File: src/rtl/depth_pixel_to_colored_point_defines.svh
// assertion macros shared by the depth pixel to colored point rtl
`ifndef DEPTH_PIXEL_TO_COLORED_POINT_DEFINES_SVH
`define DEPTH_PIXEL_TO_COLORED_POINT_DEFINES_SVH

`ifndef SYNTH

// condition that must hold at every clock edge outside reset
`define DPTCP_ASSERT(label, prop, msg) \
    label: assert property (@(posedge i_clk) disable iff (!i_rst_n) (prop)) \
        else $error(msg);

// antecedent in one cycle implies consequent in the next
`define DPTCP_ASSERT_NEXT(label, ante, cons, msg) \
    label: assert property (@(posedge i_clk) disable iff (!i_rst_n) \
        (ante) |=> (cons)) else $error(msg);

`else

`define DPTCP_ASSERT(label, prop, msg)
`define DPTCP_ASSERT_NEXT(label, ante, cons, msg)

`endif

`endif

File: src/rtl/dptcp_pkg.sv
// shared types and constants of the depth pixel to colored point block
package dptcp_pkg;

    // field widths
    localparam int DEPTH_W   = 16;
    localparam int PIXEL_W   = 5;
    localparam int COORD_W   = 16;
    localparam int COLOR_W   = 13;
    localparam int GAIN_W    = 13;
    localparam int FRAC_W    = 12;
    localparam int PIXEL_MAX = (1 << PIXEL_W) - 1;

    // depth divider geometry: numerator 2*depth*4096 + md, divisor 2*md
    localparam int QNUM_W = 30;
    localparam int QDEN_W = 17;
    localparam int Q_W    = 28;

    // spread after clamping, large enough that a clamp always saturates x and y
    localparam int SPREAD_W = 26;

    // coordinate divider quotient width
    localparam int CQUO_W = 16;

    // configuration port
    localparam int CFG_IDX_W  = 2;
    localparam int CFG_DATA_W = 16;
    localparam logic [CFG_IDX_W-1:0] CFG_MAX_DEPTH   = 2'd0;
    localparam logic [CFG_IDX_W-1:0] CFG_SPREAD_GAIN = 2'd1;

    localparam logic [DEPTH_W-1:0] MAX_DEPTH_RST   = 16'd8450;
    localparam logic [GAIN_W-1:0]  SPREAD_GAIN_RST = 13'd3072;

    localparam logic [COLOR_W-1:0] COLOR_FULL = 13'd4096;

    typedef struct packed {
        logic [DEPTH_W-1:0] depth_code;
        logic [PIXEL_W-1:0] pixel_row;
        logic [PIXEL_W-1:0] pixel_col;
    } t_pixel;

    typedef struct packed {
        logic [COLOR_W-1:0] color_red;
        logic [COLOR_W-1:0] color_green;
        logic [COLOR_W-1:0] color_blue;
    } t_color;

    typedef struct packed {
        logic signed [COORD_W-1:0] point_x;
        logic signed [COORD_W-1:0] point_y;
        logic signed [COORD_W-1:0] point_z;
        logic [COLOR_W-1:0]        color_red;
        logic [COLOR_W-1:0]        color_green;
        logic [COLOR_W-1:0]        color_blue;
    } t_point;

endpackage

File: src/rtl/dptcp_ramp.sv
// four-segment jet color ramp over the nearness value
module dptcp_ramp (
    input  logic [dptcp_pkg::COLOR_W-1:0] i_near,
    output dptcp_pkg::t_color             o_color
);

    localparam logic [2:0] SEG_BLUE_CYAN    = 3'd0;
    localparam logic [2:0] SEG_CYAN_GREEN   = 3'd1;
    localparam logic [2:0] SEG_GREEN_YELLOW = 3'd2;
    localparam logic [2:0] SEG_YELLOW_RED   = 3'd3;
    localparam logic [2:0] SEG_RED_END      = 3'd4;

    logic [2:0]                    w_seg;
    logic [dptcp_pkg::COLOR_W-1:0] w_slope;

    // segment index and four times the offset into it
    assign w_seg   = i_near[12:10];
    assign w_slope = dptcp_pkg::COLOR_W'({i_near[9:0], 2'b00});

    always_comb begin
        o_color = '0;
        case (w_seg)
            SEG_BLUE_CYAN: begin
                o_color.color_green = w_slope;
                o_color.color_blue  = dptcp_pkg::COLOR_FULL;
            end
            SEG_CYAN_GREEN: begin
                o_color.color_green = dptcp_pkg::COLOR_FULL;
                o_color.color_blue  = dptcp_pkg::COLOR_FULL - w_slope;
            end
            SEG_GREEN_YELLOW: begin
                o_color.color_red   = w_slope;
                o_color.color_green = dptcp_pkg::COLOR_FULL;
            end
            SEG_YELLOW_RED: begin
                o_color.color_red   = dptcp_pkg::COLOR_FULL;
                o_color.color_green = dptcp_pkg::COLOR_FULL - w_slope;
            end
            SEG_RED_END: begin
                o_color.color_red   = dptcp_pkg::COLOR_FULL;
            end
            default: begin
                o_color = '0;
            end
        endcase
    end

endmodule

File: config.mk
export PLATFORM = sky130hd
export DESIGN_NAME = dptcp_ramp
export DESIGN_NICKNAME = d
export VERILOG_FILES = /design/src/rtl/depth_pixel_to_colored_point_defines.svh /design/src/rtl/dptcp_pkg.sv /design/src/rtl/dptcp_ramp.sv
export SDC_FILE = /design/constraint.sdc
export NUM_CORES = 1
export LEC_CHECK = 0
export ABC_AREA = 1
export BUFFER_PORTS_ARGS = -buffer_cell sky130_fd_sc_hd__buf_2
export CAP_MARGIN = 30
export CORE_ASPECT_RATIO = 1.2
export CORE_MARGIN = 5
export CORE_UTILIZATION = 36
export DETAILED_ROUTE_END_ITERATION = 10
export PLACE_DENSITY = 0.87
export SYNTH_ARGS = -nofsm -noshare
export SYNTH_HDL_FRONTEND = slang
export SYNTH_SLANG_ARGS = --single-unit
File: constraint.sdc
create_clock -name vclk -period 1.3
set_input_delay 0.26 -clock vclk [all_inputs]
set_output_delay 0.26 -clock vclk [all_outputs]
set_load 0.03 [all_outputs]
==> qor.txt, run 1 <==
Status -> stopped before the end
Last stage -> 5_1_grt
Tool Error -> [ERROR DPL-0038] Utilization greater than 100%, impossible to legalize
Chip width -> 46.42 um
Largest net degree at the start of global routing -> 8
Post-Synth Simple-Gate Area -> 60.70%
Most common library cells after synthesis -> nor2_1, nand2_1, nand2_2
Most common cell in the netlist -> nor2_1
FP Rows -> 15
Synth Area in Adders -> 2.183%
Number of distinct library cells after synthesis -> 23
Syn Inst Count -> 109
Post-Synth XOR/XNOR Area -> 3.057%
Post-synth design cell area -> 573.1 um2
Syn Area/Cell -> 5.257 um2
Area leader, netlist -> nor2_1
Synth Area in Compound Gates -> 12.88%
GR repair worst EP -> o_color[21]
Worst-path endpoint category -> top-level output
RD Place Congestion -> 0.8887
Io pins -> 52
I/O Buffers -> 46
Post-synthesis mux area share -> 0%
Placed wire-length estimate -> 2061 um
Sequential area share after synthesis -> 0%
Die height -> 53.71 um
Area after DPL -> 0.001125 mm2
Initial Utilization -> 38.65%
Most area-consuming cells after synthesis -> nor2_1, nand2_1, nand2_2
Top cell type's share of synthesized area -> 13.76%
Ys Warns -> 0
Largest family of logic cells by synthesized area -> simple AND/OR/NAND/NOR gates
## metrics by stage
stage / cells / setup TNS, ns / worst slack, ns
floorplan: 114 / -1.315 / -0.1252
global placement: 194 / -4.088 / -0.2922
detailed placement: 194 / -5.091 / -0.3401
CTS: 196 / -2.979 / -0.2377
## logic make-up after synthesis
| kind of cell | after synthesis |
|---|---|
| other | 1 |
| XOR/XNOR | 2 |
| adder cells (fa/ha/maj) | 1 |
| buffers and inverters | 25 |
| AO/OA/AOI/OAI | 13 |
| AND/OR/NAND/NOR | 67 |
## repair_timing
| action | 4_1_cts |
|---|---|
| setup endpoints to repair | 32 |
| hold buffers | 0 |
| setup buffers | 2 |
| resized for setup | 68 |
| pin swaps | 14 |
==> run 2, diff against run 1 <==
--- a/config.mk
+++ b/config.mk
@@ -8,11 +8,10 @@
 export ABC_AREA = 1
 export BUFFER_PORTS_ARGS = -buffer_cell sky130_fd_sc_hd__buf_2
 export CAP_MARGIN = 30
-export CORE_ASPECT_RATIO = 1.2
-export CORE_MARGIN = 5
-export CORE_UTILIZATION = 36
+export CORE_AREA = 5 5 66 68
 export DETAILED_ROUTE_END_ITERATION = 10
-export PLACE_DENSITY = 0.87
+export DIE_AREA = 0 0 71 73
+export PLACE_DENSITY_LB_ADDON = 0.15
 export SYNTH_ARGS = -nofsm -noshare
 export SYNTH_HDL_FRONTEND = slang
 export SYNTH_SLANG_ARGS = --single-unit
==> constraint.sdc (replaced) <==
create_clock -name vclk -period 1.69
set_input_delay 0.338 -clock vclk [all_inputs]
set_output_delay 0.338 -clock vclk [all_outputs]
set_load 0.03 [all_outputs]
==> qor.txt, run 2 <==
Status -> completed
Power density cells -> 257.1 mW/mm2
Die area -> 0.005183 mm2
Crit-path max cell delay -> 0.19 ns
Final wirelength -> 2399 um
First-pass GRT wire length -> 3919 um
Initial antenna violation count -> 0
First-pass iteration count of the detailed router -> 2
Crit-path cells -> buf_6, inv_4, ha_4, nand2_4, nor2_4, nand2_2, nand2_2, nand2_2, nor2_2, buf_6
Design Power -> 0.2918 mW
Placed wire-length estimate -> 2037 um (-1.2%)
GRT Overall Usage -> 8.888%
Largest net degree at the start of global routing -> 12
Vias in the first global route -> 914
Post-CTS Hold Buffers -> 0 (unchanged)
Final Hold Fails -> 0
Critical path class -> input pin to output pin
Chip width -> 71 um (+53%)
Hold path depth -> 4
Most area-consuming cells after synthesis -> nor2_1, nand2_1, nand2_2
Vias -> 849
# fillers -> 455
Share of layout cells above drive strength 1 -> 65.09%
Routed length per instance -> 10.95 um
Sequential area share after synthesis -> 0% (unchanged)
Fmax -> 0.5986 GHz
WP depth -> 10
Top cell type's share of synthesized area -> 13.76% (unchanged)
Largest delay contributor family on the critical path -> simple AND/OR/NAND/NOR gates
Post-synth design cell area -> 573.1 um2 (unchanged)
Clock buffers -> 0
VDD IR max -> 88.65 uV
Syn Inst Count -> 109 (unchanged)
Syn Area/Cell -> 5.257 um2 (unchanged)
FP Rows -> 23 (+8)
Most common cell after layout, fill and taps aside -> buf_2
Final setup fails -> 0
Hold Worst Slack -> 1.017 ns
Drt drc -> 0
Critical path's most frequent cell -> nand2_2
Die height -> 73 um (+36%)
FFs & Latches -> 0
Post-route cell area -> 0.001135 mm2
Most common library cells after synthesis -> nor2_1, nand2_1, nand2_2
Min cycle time layout -> 1.671 ns
CP required -> 1.35 ns
ANT nets after route -> 0
Ant. Diodes -> 0
Io pins -> 52 (unchanged)
Unrepaired setup endpoints after global routing -> yes
Slowest CP cell -> nor2_4
Number of distinct library cells after synthesis -> 23 (unchanged)
Number of vias per cell -> 3.877
Initial Utilization -> 15.09% (-24 points)
Initial DRC count -> 10
MaxCap Viol Count -> 0
Final period utilization -> 98.86%
Area leader, netlist -> nor2_1
Startpoint class of the critical path -> input pin
Worst path arrival time -> 1.33 ns
RD Place Congestion -> 0.7191 (-19%)
Area Overhead vs Synth -> 98.04%
Register area -> 0 um2
GRT overflow -> 0
Crit. End Element -> output pin
Layout Nets -> 185
Total core area -> 0.003799 mm2
Ys Warns -> 0 (unchanged)
Hold/Removal Path Class -> input pin to output pin
Fin. max-slew vios -> 0
Leakage Power -> 0.6403 nW
Most common cell in the netlist -> nor2_1
Area after DPL -> 965.9 um2 (-14%)
Critical path peak fanout -> 6
I/O Buffers -> 46 (unchanged)
Most frequent cells in the layout -> buf_2, nor2_1, buf_4
Buf/Inv on CP -> 3
## run 2: cell counts after synthesis
Identical to the previous run, type by type.
## run 2: where the power goes
| part | internal (mW) | total [mW] | switching [mW] | leakage [nW] |
|---|---|---|---|---|
| Sequential | 0 | 0 | 0 | 0 |
| Combinational | 0.105 | 0.292 | 0.187 | 0.640 |
| Clock | 0 | 0 | 0 | 0 |
| Total | 0.105 | 0.292 | 0.187 | 0.640 |
## run 2: kinds of logic (layout without fill, tap and decap cells)
| family | Yosys count | after routing | share of synthesized area, % |
|---|---|---|---|
| compound gates | 13 | 13 | 12.88 |
| xor+xnor | 2 | 2 | 3.057 |
| fa+ha+maj | 1 | 1 | 2.183 |
| buf+inv | 25 | 80 | 20.52 |
| other cells | 1 | 6 | 0.6544 |
| simple gates | 67 | 67 | 60.70 |
## run 2: metrics by stage
stage	setup WS (ns)	std cells	TNS [ns]	util, %
floorplan	0.01770	114	0	-
global placement	-0.1069	218	-0.5688	25.43
detailed placement	-0.1364	218	-0.6564	25.43
CTS	0.0001871	218	0	26.88
global route	-0.06237	219	-0.3204	29.87
finish	0.01930	219	0	29.87
## run 2: final timing paths
| check | to | from | slack [ns] |
|---|---|---|---|
| setup / recovery | o_color[10] | i_near[0] | 0.02 |
| hold / removal | o_color[24] | i_near[9] | 1.02 |
## run 2: metal layers
metal | GRT usage [%] | up-vias | share of wire [%]
li1 | - | 443 | -
met1 | 11.68 | 373 | 44
met2 | 16.17 | 33 | 49
met3 | 1.377 | 0 | 7.0
met4 | 0.2088 | 0 | 0
met5 | 0 | - | 0
## run 2: cell type report
type               instances  area (um2)  area share (%)
inverters                 18       76.32           6.725
multi-input cells         89       561.8           49.50
well taps                 50       62.56           5.513
repair buffers            62       434.2           38.26
## run 2: repair_timing
action                     CTS  global route
setup buffers                0             1
resized for setup           15            38
cloned                       0             0
pin swaps                    6            13
setup endpoints to repair   10            16
No activity file was read; power rests on OpenSTA's default activity.
