### config.mk
export PLATFORM = sky130hd
export DESIGN_NAME = dptcp_div
export DESIGN_NICKNAME = d
export VERILOG_FILES = /design/src/rtl/dptcp_div.sv
export VERILOG_INCLUDE_DIRS = /design/src /design/src/rtl
export SDC_FILE = /design/constraint.sdc
export NUM_CORES = 2
export LEC_CHECK = 0
export CORE_MARGIN = 2
export CORE_UTILIZATION = 37
export CTS_CLUSTER_DIAMETER = 80
export DETAILED_ROUTE_END_ITERATION = 10
export DONT_BUFFER_PORTS = 1
export PLACE_DENSITY_LB_ADDON = 0.15
export SKIP_LAST_GASP = 1
export SYNTH_ARGS = -nofsm -noshare
export SYNTH_HDL_FRONTEND = slang
export SYNTH_SLANG_ARGS = --single-unit
### constraint.sdc
create_clock -name i_clk -period 3.61 [get_ports i_clk]
set_clock_uncertainty 0.2 [all_clocks]
set_input_delay 0 -clock i_clk [delete_from_list [all_inputs] [get_ports i_clk]]
set_output_delay 0 -clock i_clk [all_outputs]
set_load 0.03 [all_outputs]
### src/rtl/depth_pixel_to_colored_point_defines.svh
// assertion macros shared by the depth pixel to colored point rtl
`ifndef DEPTH_PIXEL_TO_COLORED_POINT_DEFINES_SVH
`define DEPTH_PIXEL_TO_COLORED_POINT_DEFINES_SVH

`ifndef SYNTH

// condition that must hold at every clock edge outside reset
`define DPTCP_ASSERT(label, prop, msg) \
    label: assert property (@(posedge i_clk) disable iff (!i_rst_n) (prop)) \
        else $error(msg);

// antecedent in one cycle implies consequent in the next
`define DPTCP_ASSERT_NEXT(label, ante, cons, msg) \
    label: assert property (@(posedge i_clk) disable iff (!i_rst_n) \
        (ante) |=> (cons)) else $error(msg);

`else

`define DPTCP_ASSERT(label, prop, msg)
`define DPTCP_ASSERT_NEXT(label, ante, cons, msg)

`endif

`endif

### src/rtl/dptcp_div.sv
// pipelined restoring divider, one quotient bit per stage, with sideband
`include "depth_pixel_to_colored_point_defines.svh"

module dptcp_div #(
    parameter int NUM_W  = 30,
    parameter int DEN_W  = 17,
    parameter int QUO_W  = 28,
    parameter int SIDE_W = 10
) (
    input  logic              i_clk,
    input  logic              i_rst_n,
    input  logic              i_adv,
    input  logic              i_valid,
    input  logic [NUM_W-1:0]  i_num,
    input  logic [DEN_W-1:0]  i_den,
    input  logic [SIDE_W-1:0] i_side,
    output logic              o_valid,
    output logic [QUO_W-1:0]  o_quo,
    output logic [SIDE_W-1:0] o_side
);

    // stage registers, index s holds the state after s quotient bits
    logic              r_v    [1:QUO_W];
    logic [DEN_W-1:0]  r_rem  [1:QUO_W];
    logic [DEN_W-1:0]  r_den  [1:QUO_W];
    logic [QUO_W-1:0]  r_qn   [1:QUO_W];
    logic [SIDE_W-1:0] r_side [1:QUO_W];

    for (genvar s = 0; s < QUO_W; s++) begin : g_step
        logic              cur_v;
        logic [DEN_W-1:0]  cur_rem;
        logic [DEN_W-1:0]  cur_den;
        logic [QUO_W-1:0]  cur_qn;
        logic [SIDE_W-1:0] cur_side;
        logic [DEN_W:0]    trial;
        logic              fit;

        // first stage starts from the request, the rest from the previous stage
        if (s == 0) begin : g_first
            assign cur_v    = i_valid;
            assign cur_rem  = DEN_W'(i_num >> QUO_W);
            assign cur_den  = i_den;
            assign cur_qn   = i_num[QUO_W-1:0];
            assign cur_side = i_side;
        end else begin : g_next
            assign cur_v    = r_v[s];
            assign cur_rem  = r_rem[s];
            assign cur_den  = r_den[s];
            assign cur_qn   = r_qn[s];
            assign cur_side = r_side[s];
        end

        // shift in the next numerator bit and try the subtract
        assign trial = {cur_rem, cur_qn[QUO_W-1]};
        assign fit   = (trial >= {1'b0, cur_den});

        always_ff @(posedge i_clk) begin
            if (!i_rst_n) begin
                r_v[s+1] <= 1'b0;
            end else if (i_adv) begin
                r_v[s+1] <= cur_v;
            end
        end

        always_ff @(posedge i_clk) begin
            if (i_adv) begin
                r_rem[s+1]  <= fit ? DEN_W'(trial - {1'b0, cur_den}) : DEN_W'(trial);
                r_den[s+1]  <= cur_den;
                r_qn[s+1]   <= {cur_qn[QUO_W-2:0], fit};
                r_side[s+1] <= cur_side;
            end
        end
    end

    assign o_valid = r_v[QUO_W];
    assign o_quo   = r_qn[QUO_W];
    assign o_side  = r_side[QUO_W];

    `DPTCP_ASSERT(a_div_rem_bound, !o_valid || (r_rem[QUO_W] < r_den[QUO_W]), "divider remainder not below divisor")
    `DPTCP_ASSERT_NEXT(a_div_hold, !i_adv && o_valid, o_valid && $stable(o_quo), "divider output moved while frozen")

endmodule

# --- After elaboration in Yosys (flattened, before gate mapping) ---
# Memories as Yosys holds them, arrays and structs flattened.
# Cells that the tools add are included.
# W data, S select, Z words.
totals:
  out_inout_bits: 39
  mem_bits_rw: 2044
  word_cells: 150
  mem_count: 5
  ff_bits: 0
  in_bits: 61
mem_list:
  columns: ["name", "depth", "word_bits", "read_ports", "rd_clocked_by_memory_dff", "wr", "line_no", "text"]
  rows:
  - ["r_qn", 28, 28, 28, 0, 28, "dptcp_div.sv:26", "logic [QUO_W-1:0] r_qn [1:QUO_W];"]
  - ["r_den", 28, 17, 27, 0, 28, "dptcp_div.sv:25", "logic [DEN_W-1:0] r_den [1:QUO_W];"]
  - ["r_rem", 28, 17, 27, 0, 28, "dptcp_div.sv:24", "logic [DEN_W-1:0] r_rem [1:QUO_W];"]
  - ["r_side", 28, 10, 28, 0, 28, "dptcp_div.sv:27", "logic [SIDE_W-1:0] r_side [1:QUO_W];"]
  - ["r_v", 28, 1, 28, 0, 28, "dptcp_div.sv:23", "logic r_v [1:QUO_W];"]
classes:
  n_lt_le_gt_ge: 28
  n_bitwise: 28
  mux: 61
  addsub: 28
op_table:
  columns: ["operator", "n"]
  rows:
  - ["$ge A18 B17 Y1", 27]
  - ["$mux W17", 28]
  - ["$sub A17 B17 Y17", 27]
  - ["$mux W1", 33]
  - ["$or A1 B1 Y1", 28]
  - ["$ge A3 B17 Y1", 1]
  - ["$sub A3 B17 Y17", 1]

# --- Longest topological paths before layout ---
depth:
  ltp_word: 4
  ltp_mapped: 13
  depth_no_buf: 12

# --- Worst setup path before layout ---
# No wires, ideal clock.
synth_path:
  kind: "flip-flop to flip-flop"
  from: "register r_qn[1][83] (netlist name)"
  to: "register r_rem[1][59] (netlist name)"
  n_path_buf: 1
  t_required_ns: 3.150
  path_stages_with_launch: 13
  setup_ns: 0.260
  synth_period_minus_slack_ns: 3.489
  arrival_time_ns: 3.029
  path_slack_ns: 0.121
  cell_sequence: "edfxtp_1 -> inv_1 -> ha_1 -> inv_1 -> fa_1 -> a21o_1 -> a221oi_2 -> nand2_1 -> a221oi_2 -> o21bai_2 -> a2111oi_4 -> buf_6 -> mux2_4"

==> results.sh <==
export IMPL_clock_power_share=0.276
export IMPL_cp_end_kind="register"
export IMPL_relSlewSlack=0.223
export IMPL_firstDrtPassIters=7
export IMPL_leakage_nw=38.9
export IMPL_yosysSeqAreaShare=0.681
export IMPL_fmax_mhz=281
export IMPL_grt_pass1_wl_mm=264
export IMPL_finalHoldViolations=356
export IMPL_syn_cell_area_sq_um=88700
export IMPL_die_area_sq_um=244000
export IMPL_synth_edf_count=2010
export IMPL_cts_sinks=2010
export IMPL_start_util=0.372
export IMPL_synth_cell_types=87
export IMPL_min_path_cells=0
export IMPL_final_cells=9804
export IMPL_cts_root_buf="clkbuf_16"
export IMPL_final_common_cell="edfxtp_1"
export IMPL_power_internal_w=0.0587
export IMPL_peakVddDrop_mv=0.450
export IMPL_cp_arrival_ns=3.95
export IMPL_hold_start="i_adv"
export IMPL_grt_pass1_vias=48600
export IMPL_cts_buffers=225
export IMPL_synth_top_cell_area_share=0.681
export IMPL_power_w=0.0854
export IMPL_combPwrFrac=0.329
export IMPL_wl_per_cell_microns=16.8
export IMPL_r2r_slack_ns=0.05
export IMPL_hold_end="r_qn[0][29]$_DFFE_PP_"
export IMPL_cts_max_path_buffers=3
export IMPL_switchingPower_w=0.0267
export IMPL_rsz0062_at_grt="true"
export IMPL_placedCellCount=9250
export IMPL_synth_seq_cells=2010
export IMPL_required_ns=4.00
export IMPL_holdWs_ns=-0.928
export IMPL_postRouteAntennaNets=0
export IMPL_grt_overflow_total=0
export IMPL_period_needed_ns=3.56
export IMPL_antenna_found_initial=2
export IMPL_finalCritPeriodShare=0.987
export IMPL_yosys_area_top_type="edfxtp_1"
export IMPL_syn_avg_cell_area_sq_um=14.6
export IMPL_die_h_microns=494
export IMPL_yosysWarnings=0
export IMPL_core_area_sq_um=238000
export IMPL_place_gp_congestion=0.845
export IMPL_viasPerCell=4.88
export IMPL_drive_above_1_share=0.118
export IMPL_rows=179
export IMPL_syn_inst=6082
export IMPL_max_slew_worst_pin_slew_ns=1.16
export IMPL_hpwlAfterDp_mm=109
export IMPL_critPathKind="reg2reg"
export IMPL_cts_tree="yes"
export IMPL_reg2regPathDepth=13
export IMPL_drtIter0Drc=3171
export IMPL_area_growth_pct=15.7
export IMPL_maxSlewViolCount=0
export IMPL_route_detailed_drc=0
export IMPL_final_util=0.431
export IMPL_setup_violations=0
export IMPL_synth_top_flop_cell="edfxtp_1"
export IMPL_startpoint_type="register"
export IMPL_violations="negative hold slack"
export IMPL_io_pins=100
export IMPL_grt_max_degree=296
export IMPL_seq_area_sq_um=60400
export IMPL_fillCellCount=21300
export IMPL_via_count=47900
export IMPL_final_cell_mix="2,010 x edfxtp_1, 564 x inv_1, 461 x ha_1"
export IMPL_numPortBuffers=0
export IMPL_clock_latency_ns=0.86
export IMPL_r2r_end="r_rem[1][53]$_DFFE_PP_"
export IMPL_seqPwrFrac=0.395
export IMPL_drt_wl_total_mm=165
export IMPL_syn_nets=6632
export IMPL_outcome="complete, but fails checks"
export IMPL_fin_nets=6994
export IMPL_cp_max_fo=4
export IMPL_switching_share=0.313
export IMPL_p_per_area_nw_per_um2=832
export IMPL_die_width_microns=494
export IMPL_hp_class="in2reg"
export IMPL_htree_num_levels=4
export IMPL_track_usage=0.133
export IMPL_clk_pin_slew_ns=0.06
export IMPL_async_flop_share=0
export IMPL_r2r_start="r_qn[1][83]$_DFFE_PP_"
export IMPL_synth_area_leaders="edfxtp_1 68%, ha_1 6.5%, mux2_2 3.1%, inv_1 2.4%, a21oi_1 2.0%"
export IMPL_maxCapViolCount=0
export IMPL_multi_input_area_sq_um=25900
-- timing repair --
| action | 4_1_cts | 5_1_grt |
|---|---|---|
| endpoints found under the hold margin | 484 | 378 |
| setup buffers | 0 | 5 |
| gates resized for setup | 1 | 11 |
| cloned | 0 | 3 |
| pin swaps | 0 | 6 |
| hold buffers | 120 | 2 |
| setup endpoints to repair | 1 | 18 |
-- metrics by stage --
| stage | TNS, ns | hold slack [ns] | area, sq um | setup slack, ns |
|---|---|---|---|---|
| global route | -0.448 | -1.01 | 103000 | -0.0578 |
| CTS | 0 | -1.02 | 102000 | 0.0238 |
| floorplan | 0 | -0.101 | 88700 | 0.121 |
| finish | 0 | -0.928 | 103000 | 0.0477 |
| global placement | -2.04 | -0.101 | 93400 | -0.0734 |
| detailed placement | -3.85 | -0.101 | 93400 | -0.138 |
-- cell usage after synthesis, drive strengths merged (152+ instances only) --
master  count
ha        462
xor2      152
edfxtp   2010
nor2      207
a21oi     355
inv       568
nand2     327
a21o      171
xnor2     182
o21ai     353
mux2      261
-- power groups by stage --
stage / sequential, W / combinational [W] / clock [W]
final: 0.0337 / 0.0281 / 0.0235
after global routing: 0.0342 / 0.0314 / 0.0254
after CTS: 0.0339 / 0.0279 / 0.0245
after detailed placement: 0.0343 / 0.0276 / 0
after global placement: 0.0344 / 0.0273 / 0
after floorplan: 0.0330 / 0.0211 / 0
-- state kept, by name, indices dropped and copies added, names as in the netlist --
| name | cells |
|---|---|
| r_den | 459 |
| r_qn | 784 |
| r_rem | 459 |
| r_side | 280 |
| r_v | 28 |
-- routing by layer --
metal | wire (microns) | part of all wire | track usage | up-vias
li1 | - | - | - | 23700
met4 | 4560 | 0.028 | 0.0418 | 0
met3 | 5700 | 0.035 | 0.0233 | 299
met5 | 0 | 0 | 0 | -
met1 | 76400 | 0.46 | 0.180 | 23100
met2 | 78000 | 0.47 | 0.219 | 724
-- worst max-delay path by stage --
stage / slack [ns] / to / startpoint
after floorplan: 0.12 / r_rem[1][59]$_DFFE_PP_ / r_qn[1][83]$_DFFE_PP_
after global placement: -0.07 / r_v[1][3]$_DFFE_PP_ / i_adv
after detailed placement: -0.14 / r_v[1][7]$_DFFE_PP_ / i_adv
after CTS: 0.02 / r_rem[1][186]$_DFFE_PP_ / r_qn[1][279]$_DFFE_PP_
after global routing: -0.06 / r_rem[1][66]$_DFFE_PP_ / r_qn[1][83]$_DFFE_PP_
final: 0.05 / r_rem[1][53]$_DFFE_PP_ / r_qn[1][83]$_DFFE_PP_
-- critical path, stage by stage, from the launching register on --
cell	delay (ns)
edfxtp_1	0.39
inv_2	0.09
ha_4	0.13
inv_2	0.03
fa_2	0.33
a21o_1	0.19
a221oi_2	0.25
nand2_1	0.14
a221oi_2	0.31
o21bai_2	0.13
a2111oi_4	0.43
buf_4	0.22
clkbuf_16	0.16
mux2_2	0.33
-- cell type report --
class                           instances  area share
Multi-Input combinational cell       3418       0.253
Clock inverter                        169      0.0200
Sequential cell                      2010       0.588
Clock buffer                          250      0.0558
Inverter                              568      0.0208
Antenna cell                            1   0.0000244
Tap cell                             3167      0.0386
Timing Repair Buffer                  221      0.0241
-- logic make-up after synthesis --
kind of cell | share of synthesized area
AO/OA/AOI/OAI | 0.0975
flip-flops | 0.681
buffers and inverters | 0.0282
multiplexers | 0.0369
XOR/XNOR | 0.0330
AND/OR/NAND/NOR | 0.0525
adder cells (fa/ha/maj) | 0.0713
(Power assumes the default switching activity.)
