===== src/rtl/depth_pixel_to_colored_point_defines.svh =====
// assertion macros shared by the depth pixel to colored point rtl
`ifndef DEPTH_PIXEL_TO_COLORED_POINT_DEFINES_SVH
`define DEPTH_PIXEL_TO_COLORED_POINT_DEFINES_SVH

`ifndef SYNTH

// condition that must hold at every clock edge outside reset
`define DPTCP_ASSERT(label, prop, msg) \
    label: assert property (@(posedge i_clk) disable iff (!i_rst_n) (prop)) \
        else $error(msg);

// antecedent in one cycle implies consequent in the next
`define DPTCP_ASSERT_NEXT(label, ante, cons, msg) \
    label: assert property (@(posedge i_clk) disable iff (!i_rst_n) \
        (ante) |=> (cons)) else $error(msg);

`else

`define DPTCP_ASSERT(label, prop, msg)
`define DPTCP_ASSERT_NEXT(label, ante, cons, msg)

`endif

`endif


===== src/rtl/dptcp_pkg.sv =====
// shared types and constants of the depth pixel to colored point block
package dptcp_pkg;

    // field widths
    localparam int DEPTH_W   = 16;
    localparam int PIXEL_W   = 5;
    localparam int COORD_W   = 16;
    localparam int COLOR_W   = 13;
    localparam int GAIN_W    = 13;
    localparam int FRAC_W    = 12;
    localparam int PIXEL_MAX = (1 << PIXEL_W) - 1;

    // depth divider geometry: numerator 2*depth*4096 + md, divisor 2*md
    localparam int QNUM_W = 30;
    localparam int QDEN_W = 17;
    localparam int Q_W    = 28;

    // spread after clamping, large enough that a clamp always saturates x and y
    localparam int SPREAD_W = 26;

    // coordinate divider quotient width
    localparam int CQUO_W = 16;

    // configuration port
    localparam int CFG_IDX_W  = 2;
    localparam int CFG_DATA_W = 16;
    localparam logic [CFG_IDX_W-1:0] CFG_MAX_DEPTH   = 2'd0;
    localparam logic [CFG_IDX_W-1:0] CFG_SPREAD_GAIN = 2'd1;

    localparam logic [DEPTH_W-1:0] MAX_DEPTH_RST   = 16'd8450;
    localparam logic [GAIN_W-1:0]  SPREAD_GAIN_RST = 13'd3072;

    localparam logic [COLOR_W-1:0] COLOR_FULL = 13'd4096;

    typedef struct packed {
        logic [DEPTH_W-1:0] depth_code;
        logic [PIXEL_W-1:0] pixel_row;
        logic [PIXEL_W-1:0] pixel_col;
    } t_pixel;

    typedef struct packed {
        logic [COLOR_W-1:0] color_red;
        logic [COLOR_W-1:0] color_green;
        logic [COLOR_W-1:0] color_blue;
    } t_color;

    typedef struct packed {
        logic signed [COORD_W-1:0] point_x;
        logic signed [COORD_W-1:0] point_y;
        logic signed [COORD_W-1:0] point_z;
        logic [COLOR_W-1:0]        color_red;
        logic [COLOR_W-1:0]        color_green;
        logic [COLOR_W-1:0]        color_blue;
    } t_point;

endpackage


===== src/rtl/dptcp_axis.sv =====
// one lateral axis: spread times signed offset, rounded divide by a constant, saturate
module dptcp_axis #(
    parameter int DEN    = 31,
    parameter int K_W    = 7,
    parameter int SIDE_W = 16
) (
    input  logic                                 i_clk,
    input  logic                                 i_rst_n,
    input  logic                                 i_adv,
    input  logic                                 i_valid,
    input  logic [dptcp_pkg::SPREAD_W-1:0]       i_spread,
    input  logic signed [K_W-1:0]                i_k,
    input  logic [SIDE_W-1:0]                    i_side,
    output logic                                 o_valid,
    output logic signed [dptcp_pkg::COORD_W-1:0] o_coord,
    output logic [SIDE_W-1:0]                    o_side
);

    localparam int MAG_W  = K_W - 1;
    localparam int PROD_W = dptcp_pkg::SPREAD_W + MAG_W;
    localparam int NF_W   = PROD_W + 2;
    localparam int DW     = $clog2(2 * DEN + 1);
    localparam int QW     = dptcp_pkg::CQUO_W;
    localparam int NUM_W  = DW + QW;
    localparam int CW     = dptcp_pkg::COORD_W;
    // reciprocal of 2*DEN rounded up, exact floor for every numerator below 2^NUM_W
    localparam int     RSHIFT = NUM_W + $clog2(2 * DEN);
    localparam int     RCP_W  = NUM_W + 1;
    localparam int     RP_W   = NUM_W + RCP_W;
    localparam longint RCP    = ((longint'(1) << RSHIFT) + longint'(2 * DEN - 1))
                                / longint'(2 * DEN);
    localparam logic [RCP_W-1:0] RCP_V   = RCP_W'(RCP);
    localparam logic [NF_W-1:0]  BIG_LIM = NF_W'(2 * DEN) << QW;
    localparam logic [QW-1:0]    POS_MAX = QW'((1 << (CW - 1)) - 1);
    localparam logic [QW-1:0]    NEG_MAX = QW'(1 << (CW - 1));

    logic [MAG_W-1:0]  w_mag;
    logic [NF_W-1:0]   w_num_full;
    logic              w_big;
    logic [RP_W-1:0]   w_rprod;
    logic [QW-1:0]     w_neg_quo;

    logic              r_v1;
    logic [PROD_W-1:0] r_prod;
    logic              r_neg1;
    logic [SIDE_W-1:0] r_side1;
    logic              r_v2;
    logic [NUM_W-1:0]  r_num;
    logic              r_big;
    logic              r_neg2;
    logic [SIDE_W-1:0] r_side2;
    logic              r_v3;
    logic [QW-1:0]     r_quo;
    logic              r_big3;
    logic              r_neg3;
    logic [SIDE_W-1:0] r_side3;
    logic              r_v4;
    logic signed [CW-1:0] r_coord;
    logic [SIDE_W-1:0] r_side4;

    // magnitude of the offset
    assign w_mag = i_k[K_W-1] ? MAG_W'(-i_k) : MAG_W'(i_k);

    // rounded numerator and early saturation check
    assign w_num_full = {r_prod, 1'b0} + NF_W'(DEN);
    assign w_big      = (w_num_full >= BIG_LIM);

    // divide by 2*DEN as a multiply by its reciprocal
    assign w_rprod   = RP_W'(r_num) * RP_W'(RCP_V);
    assign w_neg_quo = '0 - r_quo;

    always_ff @(posedge i_clk) begin
        if (!i_rst_n) begin
            r_v1 <= 1'b0;
            r_v2 <= 1'b0;
            r_v3 <= 1'b0;
            r_v4 <= 1'b0;
        end else if (i_adv) begin
            r_v1 <= i_valid;
            r_v2 <= r_v1;
            r_v3 <= r_v2;
            r_v4 <= r_v3;
        end
    end

    // multiply, numerator and reciprocal stages
    always_ff @(posedge i_clk) begin
        if (i_adv) begin
            r_prod  <= PROD_W'(i_spread) * PROD_W'(w_mag);
            r_neg1  <= i_k[K_W-1];
            r_side1 <= i_side;
            r_num   <= w_big ? '0 : NUM_W'(w_num_full);
            r_big   <= w_big;
            r_neg2  <= r_neg1;
            r_side2 <= r_side1;
            r_quo   <= w_rprod[RSHIFT +: QW];
            r_big3  <= r_big;
            r_neg3  <= r_neg2;
            r_side3 <= r_side2;
        end
    end

    // apply the sign and saturate to the coordinate range
    always_ff @(posedge i_clk) begin
        if (i_adv) begin
            r_side4 <= r_side3;
            if (r_neg3) begin
                if (r_big3 || (r_quo > NEG_MAX)) begin
                    r_coord <= $signed(NEG_MAX);
                end else begin
                    r_coord <= $signed(w_neg_quo);
                end
            end else begin
                if (r_big3 || (r_quo > POS_MAX)) begin
                    r_coord <= $signed(POS_MAX);
                end else begin
                    r_coord <= $signed(r_quo);
                end
            end
        end
    end

    assign o_valid = r_v4;
    assign o_coord = r_coord;
    assign o_side  = r_side4;

endmodule


===== config.mk =====
export PLATFORM = sky130hd
export DESIGN_NAME = dptcp_axis
export DESIGN_NICKNAME = d
export VERILOG_FILES = /design/src/rtl/depth_pixel_to_colored_point_defines.svh /design/src/rtl/dptcp_pkg.sv /design/src/rtl/dptcp_axis.sv
export SDC_FILE = /design/constraint.sdc
export NUM_CORES = 1
export LEC_CHECK = 0
export BUFFER_PORTS_ARGS = -buffer_cell sky130_fd_sc_hd__buf_2
export CORE_MARGIN = 10
export CORE_UTILIZATION = 68
export DETAILED_ROUTE_END_ITERATION = 10
export PLACE_DENSITY = 0.88
export SLEW_MARGIN = 20
export SYNTH_ARGS = -nofsm -noshare
export SYNTH_HDL_FRONTEND = slang
export SYNTH_SLANG_ARGS = --single-unit

===== constraint.sdc =====
create_clock -name i_clk -period 15.4 [get_ports i_clk]
set_clock_uncertainty 0.05 [all_clocks]
set_input_delay 1.54 -clock i_clk [delete_from_list [all_inputs] [get_ports i_clk]]
set_output_delay 1.54 -clock i_clk [all_outputs]
set_load 0.02 [all_outputs]

# Word-level counts from Yosys, hierarchy flattened
# Index checks and enable logic that the tools add are counted.
# totals
regBits,159
in_bits,53
out_inout_bits,33
word_cells,31
# classes
n_addsub,3
mul,2
order_cmp,3
n_mux,4
n_reduce_logical,2
# op_table
cell,n
$mux 16,3
$mul 22x23->44 const B,1
$add 33x5->34 const B,1
$ge 34x22->1 const B,1
$mul 26x6->32,1
$gt 16x15->1 const B,1
$gt 16x16->1 const B,1
$sub 1x16->16 const A,1
$mux 6,1
$neg 6->6,1
$logic_or 1x1->1,2

# Longest topological paths before layout
# depth
depth_word,4
depth_mapped,24
mapped_depth_nobuf,21

# Least setup slack after synthesis
# No wires, ideal clock.
# synth_timing
path_type,in2reg
start,input port i_k[0]
end,register r_prod[28] (data pin)
setup_ns,0.259
t_arrival_ns,6.815
required_ns,15.091
setup_slack_ns,8.276
cell_stages,23
n_path_buf,3
cell_sequence,clkbuf_1 > clkbuf_1 > inv_1 > ha_1 > nand2_1 > nand2_1 > xnor2_1 > clkbuf_1 > and2_1 > fa_1 > fa_1 > inv_1 > fa_1 > inv_1 > ha_1 > o211ai_1 > o211ai_1 > a41oi_1 > o21ai_0 > a311o_1 > nand4_1 > a211o_1 > a211o_1
# synth_between
elab_chain_len,3
# synth_lines
item,line,text
"start, declared",dptcp_axis.sv:12,"input logic signed [K_W-1:0] i_k,"
$neg 6->6,dptcp_axis.sv:62,assign w_mag = i_k[K_W-1] ? MAG_W'(-i_k) : MAG_W'(i_k);
$mux 6 *,dptcp_axis.sv:62,
$mul 26x6->32 *,dptcp_axis.sv:89,r_prod <= PROD_W'(i_spread) * PROD_W'(w_mag);
"end signal, assigned",dptcp_axis.sv:89,
"end, declared",dptcp_axis.sv:44,logic [PROD_W-1:0] r_prod;
# Mark *: on every way between the ends. The rest lies on a longest branch, timed or not.
# A chain may end at the register's enable or synchronous reset.

# Worst setup path in the final report
# Same ends and word-level chain as after synthesis.

==> flow_summary.toml <==
[outcome]
outcome = "finished, final reports clean"

[yosys]
synth_ff_type = "edfxtp_1"
synthesis.instances = 1394
syn_avg_cell_area_um2 = 10.8
yosys_warnings = 0
syn-num-nets = 1805
synth_edf_count = 155
ys_seq_area_share_pct = 31.4
synthArstFlopShare_pct = 0
synth.area.top_cells = "edfxtp_1 31%, fa_1 19%, ha_1 18%, inv_1 5.4%, and2_1 4.4%"
synth_seq_cells = 159
yosysTopAreaCell = "edfxtp_1"
syn-cell-area_um2 = 15100
synth.distinct_cells = 68
yosysTopAreaCellShare_pct = 30.8

[finish]
layout_commonest_cell = "inv_1"
diodes = 0
final_cell_area_um2 = 16400
nets = 1891
final_cell_mix = "219 x inv_1, 215 x ha_1, 155 x edfxtp_1"
layout-drive-gt1-share_pct = 9.11
syn_to_final_growth_pct = 8.88

[timing]
fin_crit_ps = 7040
relSlewSlack_pct = 34.0
rsz0062_at_grt = "false"
fmax_mhz = 142
final.period_utilization_pct = 45.7
setup_viol = 0
final_hold_viol_count = 0
worst_slew_pin_slew_ps = 989
finalMaxSlewViolations = 0
fin_setup_tns_ps = 0

[global_route]
grt_pass1_vias = 11300
grt_antenna_before_repair = 0
grt_use_total_pct = 23.2
grt_overflow = 0
grt_max_degree = 84
grt_pass1_wl_mm = 54.5

[floorplan]
fp-row-count = 54
core-area_um2 = 21800
start_util_pct = 69.1
die_w_um = 169
die-area_um2 = 28600
die_h_um = 169
io_pins = 86

[cts]
cts_setup_buffers = 0
cts_buffer_depth = 2
clk_pin_slew_worst_paths_ps = 70
cts.sinks = 159
cts_resized = 0
cts_root_buf = "clkbuf_16"
hold_buffers = 0
cts_made_buffers = 17
clk_latency_ps = 440
cts_max_level = 4
cts_tree = "built"

[route]
wirelength_mm = 33.1
vias = 10800
postRouteAntennaNets = 0
drc = 0
wire_per_inst_um = 18.7
drt-pass1-iter-count = 7
dr.first_iter.drc_count = 899
viasPerCell = 6.07

[placed_design]
io_buffer_count = 85
gp_congestion = 0.883
place_area_um2 = 15800
hpwlAfterDp_mm = 24.0

[setup_path]
crit_arrival_ps = 7180
start_kind = "input pin"
worstPathRequired_ps = 15540
setup.worst_path.end_class = "flop"
path_class = "in -> reg"
crit_fanout = 28

[pwr]
totalPowerFinal_w = 0.00206
leakagePower_nw = 7.86
power_density_nw_per_um2 = 125
ir_drop_v = 0.0000884

[worst_hold_path]
hold_class = "reg -> reg"

[flow_run]
maxCapViolCount = 0
[power by group]
| part | switching [W] | internal [W] |
|---|---|---|
| Clock | 0.000199 | 0.000234 |
| Combinational | 0.000561 | 0.000412 |
| Sequential | 0.0000659 | 0.000586 |
| Total | 0.000826 | 0.00123 |
[area by class of cell]
class	count	area [um^2]
multi-input cells	992	9430
fillers	1331	5390
flip-flops and latches	159	4730
inverters	219	822
repair buffers	91	477
clock buffers	17	425
well taps	280	350
clock inverters	15	195
[final timing paths]
check | startpoint | end | slack, ps | depth (start not counted)
worst max register to register | r_num[19]$_SDFFCE_PP0P_ | r_quo[12]$_DFFE_PP_ | 9000 | 18
worst min register to register | r_side3[0]$_DFFE_PP_ | o_side[0]$_DFFE_PP_ | 370 | 0
worst min-delay path | r_side3[0]$_DFFE_PP_ | o_side[0]$_DFFE_PP_ | 370 | 0
worst max-delay path | i_k[0] | r_prod[28]$_DFFE_PP_ | 8360 | 20
[cell usage after synthesis (all sizes together) (5+ instances only)]
library cell / number
or3: 12
xnor2: 35
fa: 143
nor2: 55
edfxtp: 155
xor2: 27
inv: 219
nand4: 15
a21oi: 42
and4: 6
nand2: 105
a21o: 26
nor3: 12
and3: 12
mux2i: 5
o21ai: 34
o311ai: 11
nor4: 6
nor2b: 10
nand3: 21
a211oi: 9
clkbuf: 20
ha: 215
a31oi: 15
and2: 105
[through the flow]
stage                     hold slack, ps  instances  utilization [%]  setup slack, ps
after global placement               350       1741             72.4             8150
after detailed placement             355       1741             72.4             8000
after CTS                            369       1773             75.3             8440
after floorplan                      350       1394                -             8280
final                                370       1773             75.3             8360
after global routing                 375       1773             75.3             8040
[layer usage]
metal,track usage [%],vias up,share of wire (%)
met3,3.98,104,5.9
met4,9.34,0,3.3
li1,-,4943,-
met5,0,-,0
met2,40.4,491,51
met1,27.9,5223,40
[logic make-up (layout without fill, tap and decap cells)]
logic type / after synthesis / in the layout / share of synthesized area, %
multiplexers: 5 / 5 / 0.332
AND/OR/NAND/NOR: 386 / 386 / 13.7
XOR/XNOR: 62 / 62 / 3.60
buffers and inverters: 243 / 342 / 6.16
adder cells (fa/ha/maj): 358 / 358 / 36.8
flip-flops: 159 / 159 / 31.4
AO/OA/AOI/OAI: 181 / 181 / 8.03
[worst max-delay path: stages]
cell	delay, ps
buf_2	250
or3_1	380
o31ai_1	250
xnor2_1	150
buf_4	290
and2_1	200
fa_1	440
fa_1	550
inv_1	60
fa_1	520
inv_1	40
ha_1	360
o211ai_1	130
o211ai_1	250
a41oi_1	200
o21ai_0	410
a311o_1	380
nand4_1	190
a211o_1	330
a211o_1	260
[flip-flops by register name (all words and copies together) (netlist names)]
register and flops:
r_v3 1, r_side1 16, r_v1 1, r_quo 16
r_big 1, r_neg3 1, o_coord 16, r_big3 1
r_side3 16, r_prod 32, r_neg2 1, r_num 22
o_side 16, r_side2 16, r_neg1 1, o_valid 1
r_v2 1
(Power assumes the default switching activity.)
